## config.mk

```make
export PLATFORM = sky130hd
export DESIGN_NAME = maxi_ram
export DESIGN_NICKNAME = d
export VERILOG_FILES = /design/src/rtl/maxi_ram.sv
export SDC_FILE = /design/constraint.sdc
export NUM_CORES = 2
export LEC_CHECK = 0
export BUFFER_PORTS_ARGS = -buffer_cell sky130_fd_sc_hd__buf_2
export CORE_AREA = 2 2 567 569
export CTS_CLUSTER_SIZE = 30
export DETAILED_ROUTE_END_ITERATION = 8
export DIE_AREA = 0 0 569 571
export GPL_ROUTABILITY_DRIVEN = 0
export SETUP_SLACK_MARGIN = 0.5
export SYNTH_ARGS = -nofsm -noshare
export SYNTH_HDL_FRONTEND = slang
export SYNTH_SLANG_ARGS = --single-unit
```

## constraint.sdc

```tcl
create_clock -name i_clk -period 3.7 [get_ports i_clk]
set_input_delay 1.11 -clock i_clk [delete_from_list [all_inputs] [get_ports i_clk]]
set_output_delay 1.11 -clock i_clk [all_outputs]
set_load 0.1 [all_outputs]
```

## src/rtl/maxi_ram.sv

```systemverilog
// Generic single-write, single-read RAM with a registered read port.
// Used for the start-time and end-time stores; depends on nothing.
module maxi_ram #(
    parameter int WIDTH = 16,
    parameter int DEPTH = 256
) (
    input  logic             i_clk,
    input  logic             i_we,
    input  logic [((DEPTH > 1) ? $clog2(DEPTH) : 1)-1:0] i_waddr,
    input  logic [WIDTH-1:0] i_wdata,
    input  logic [((DEPTH > 1) ? $clog2(DEPTH) : 1)-1:0] i_raddr,
    output logic [WIDTH-1:0] o_rdata
);

    logic [WIDTH-1:0] mem [DEPTH];

    // Write port and registered read port.
    always_ff @(posedge i_clk) begin
        if (i_we) begin
            mem[i_waddr] <= i_wdata;
        end
        o_rdata <= mem[i_raddr];
    end

endmodule

```

Word level (Yosys, flattened, before mapping) --
Memory sizes are Yosys's and may differ from the RTL's. A register that Yosys moved wholly into a read port is not among the register bits. Index checks and enable logic that the tools add are counted. W data, S select, Z words.
Cells by class: multiplexer cells 2
Operator list (number):
- $mux W1 | 2
Word-level totals: flip-flop bits (word level) 0, memory bits (writable) 4096, input bits 34, output and inout port bits 16, word-level logic and storage cells 3, memories 1
Memories:
- mem | words 256, bits a word 16, read ports 1, clocked after memory_dff 1, write ports 1, line 15 | logic [WIDTH-1:0] mem [DEPTH];

Logic depth before layout (Yosys ltp) --
word-level depth 2, gate-level depth with buffers 12, gate-level depth less buffers 6

Worst setup path before layout --
Ideal clock, no wire load.
kind in2reg, start point input port i_waddr[3] in the netlist's numbering, end point memory mem[235][0], enable pin, library setup time 0.388 ns, arrival time 2.887 ns, required time 3.312 ns, path slack 0.425 ns, stages on the path 6, buffers on the path 3, path through clkbuf_1 nor2b_1 clkbuf_1 nand4_1 clkbuf_1 nor2_1
RTL lines:
- start: declaration | line 9 | input logic [((DEPTH > 1) ? $clog2(DEPTH) : 1)-1:0] i_waddr,
- end: declaration | line 15
No word-level cell before the write port.

==> summary.md <==
| Metric | Value |
|---|---|
| Synth Instances | `7360` |
| Gr usage total | `0.266` |
| Core Box Area | `319000 um^2` |
| Mapped Area | `159000 um^2` |
| Routed length per instance | `33.6 um` |
| Crit Path Class | `input port to flop` |
| DRT iter0 DRCs | `11500` |
| Met1 global-route usage | `0.387` |
| Status | `finished, violations left` |
| TritonRoute pass-1 iters | `8` |
| Arr. time, crit path | `4.03 ns` |
| Num CTS Buffers | `414` |
| Setup TNS | `0 ns` |
| Pleak | `59.7 nW` |
| Crit-path cells | `buf_12 -> buf_12 -> buf_12 -> buf_4 -> mux2i_1 -> o221ai_1 -> o22ai_1 -> o21ai_2 -> nand4_1 -> nor4_1` |
| Critical Path Start Type | `input port` |
| Hold Crit Class | `input port to flop` |
| Tcrit/Tclk final | `0.857` |
| CTS sink count | `4112` |
| Leading area contributor after synthesis | `edfxtp_1` |
| CP max-delay cell | `o21ai_2` |
| Synth top area cells | `edfxtp_1 (77%), mux4_2 (11%), mux2i_1 (3.6%)` |
| First-pass GRT wire length | `610000 um` |
| Vias | `81400` |
| Antenna viol nets, final | `0` |
| Synth warnings | `0` |
| Residual DRC | `0` |
| Pwr Total | `97.7 mW` |
| H-tree levels | `5` |
| Syn nets | `7394` |
| Worst Hold Slack | `0.523 ns` |
| Initial Util | `0.497` |
| Vias in the first global route | `80300` |
| Row count | `208` |
| Worst rel slew slack | `0.0166` |
| Post-DR vias/cell | `6.31` |
| Syn avg cell area | `21.6 um^2` |
| #FFs+latches synth | `4112` |
| Final setup violation count | `0` |
| I/O pin total | `50` |
| GRT overflow | `0` |
| Pin count of the biggest net entering global routing | `105` |
| Worst endpoint required time | `4.56 ns` |
| Slew Limit Fails | `0` |
| Max-Cap Viols | `1` |
| Clock buffer depth | `4` |
| Met2 usage | `0.411` |
| RSZ-0062 raised after global routing | `no` |
| Met3 usage | `0.0504` |
| Post-DP HPWL | `273000 um` |
| Layout cells sized above 1 | `0.301` |
| Die width | `569 um` |
| Tmin final | `3.17 ns` |
| Element type at the critical path end | `flop` |
| Synth Flop Type | `edfxtp_1` |
| Max FO, Critical Path | `37` |
| Chip height | `571 um` |
| Worst vdd ir | `0.401 mV` |
| Pwr Density | `530 nW/um^2` |
| Final Hold Vio Count | `0` |
| EDFF count, synth | `4096` |
| Nets | `8387` |
| IO Port Bufs | `49` |
| Skew final | `0.0685 ns` |
| GRT Max-Usage Layer | `met2` |
| Failing checks | `capacitance limit` |
| Clock root cell | `clkbuf_16` |
| Slowest stage delay, CP | `0.43 ns` |
| CTS tree | `built` |
| Register area share after synthesis | `0.777` |
| Cell mode on critical path | `buf_12` |
| Worst-Skew Late Latency | `0.98 ns` |
| Die area | `325000 um^2` |
| Initial antenna violation count | `29` |
| Routed WL | `434000 um` |
| Top-area cell type share of the netlist area | `0.775` |
| Post-synth ARST share | `0` |
| Worst Tran Pin Value | `1.46 ns` |
| Fmax | `315 MHz` |
| Clock-pin slew on the worst setup and hold paths | `0.06 ns` |
| Synth unique cells | `52` |
| Area Overhead vs Synth | `16.3%` |
[power breakdown]
part	leakage, nW	total [mW]	internal (mW)	switching [mW]
registers	36.9	51.4	51.3	0.0871
logic	16.4	5.71	2.07	3.64
clock network	6.34	40.6	23.1	17.5
total	59.7	97.7	76.5	21.2
[critical path: cells and delay by family]
| kind | cells | cell delay (ns) |
|---|---|---|
| buffers and inverters | 4 | 0.97 |
| muxes | 1 | 0.11 |
| AOI/OAI and AO/OA | 3 | 1.01 |
| and+or+nand+nor | 2 | 0.74 |
[metal layers]
metal / up-vias / wire (um)
li1: 33300 / -
met1: 43500 / 177000
met5: - / 106
met4: 16 / 13900
met2: 4007 / 203000
met3: 661 / 40600
[through the flow]
step / worst slack (ns) / instance area [um^2] / instances / utilization
after floorplan: 0.425 / 159000 / 7360 / -
after global placement: -0.809 / 171000 / 12100 / 0.537
after detailed placement: -0.833 / 171000 / 12100 / 0.537
after CTS: 0.501 / 184000 / 12900 / 0.578
after global routing: 0.501 / 185000 / 12900 / 0.578
final: 0.530 / 185000 / 12900 / 0.578
[Yosys cell counts (76+ instances only)]
cell type / n
edfxtp_1: 4096
mux4_2: 797
mux2i_1: 565
nor2_1: 304
o221ai_1: 252
clkbuf_1: 230
a21oi_1: 175
o22ai_1: 148
nor3_1: 92
mux2_2: 88
buf_6: 77
buf_2: 76
[path summary, 6_finish.rpt]
| check | slack (ns) | start | endpoint | depth (start not counted) |
|---|---|---|---|---|
| worst min register to register | 1.04 | mem[104][7] | o_rdata[7] | 6 |
| worst min-delay path | 0.52 | i_wdata[0] | mem[231][0] | 1 |
| worst max register to register | 1.04 | mem[59][1] | o_rdata[1] | 6 |
| worst max-delay path | 0.53 | i_raddr[0] | o_rdata[13] | 10 |
[cells in the final DEF (no fill, tap or decap), types with 148 or more instances in the layout]
| cell | netlist | routed |
|---|---|---|
| a21oi_1 | 175 | 175 |
| mux4_2 | 797 | 797 |
| buf_12 | 5 | 159 |
| mux2i_1 | 565 | 565 |
| clkbuf_16 | 0 | 421 |
| buf_4 | 26 | 824 |
| nor2_1 | 304 | 207 |
| o22ai_1 | 148 | 148 |
| o221ai_1 | 252 | 251 |
| edfxtp_1 | 4096 | 4096 |
[final cells by class]
class | count | area (um^2)
fill | 23200 | 135000
sequential | 4112 | 123000
multi-input combinational | 2792 | 33100
clock buffer | 513 | 10900
timing repair buffer | 1029 | 9780
tap | 4200 | 5260
clock inverter | 238 | 2140
inverter | 4 | 27.5
antenna | 11 | 27.5
[cells by family (layout without fill, tap and decap cells)]
kind of cell           Yosys count  after routing  synth area share
DFF                           4112           4112             0.777
other                            0             11                 0
buffers and inverters          456           1784            0.0169
AOI/OAI and AO/OA              786            786            0.0354
muxes                         1450           1450             0.155
and+or+nand+nor                556            556            0.0157
[flip-flops by register name (all words and copies together) (netlist names)]
signal   cells
mem       4096
o_rdata     16
[what timing repair did]
action / in CTS / in global routing
hold buffers: 0 / 0
gates resized for setup: 5 / 12
pin swaps: 0 / 1
setup buffers: 0 / 0
setup endpoints to repair: 5 / 8
Note: power is estimated with default switching activity, not from simulation.
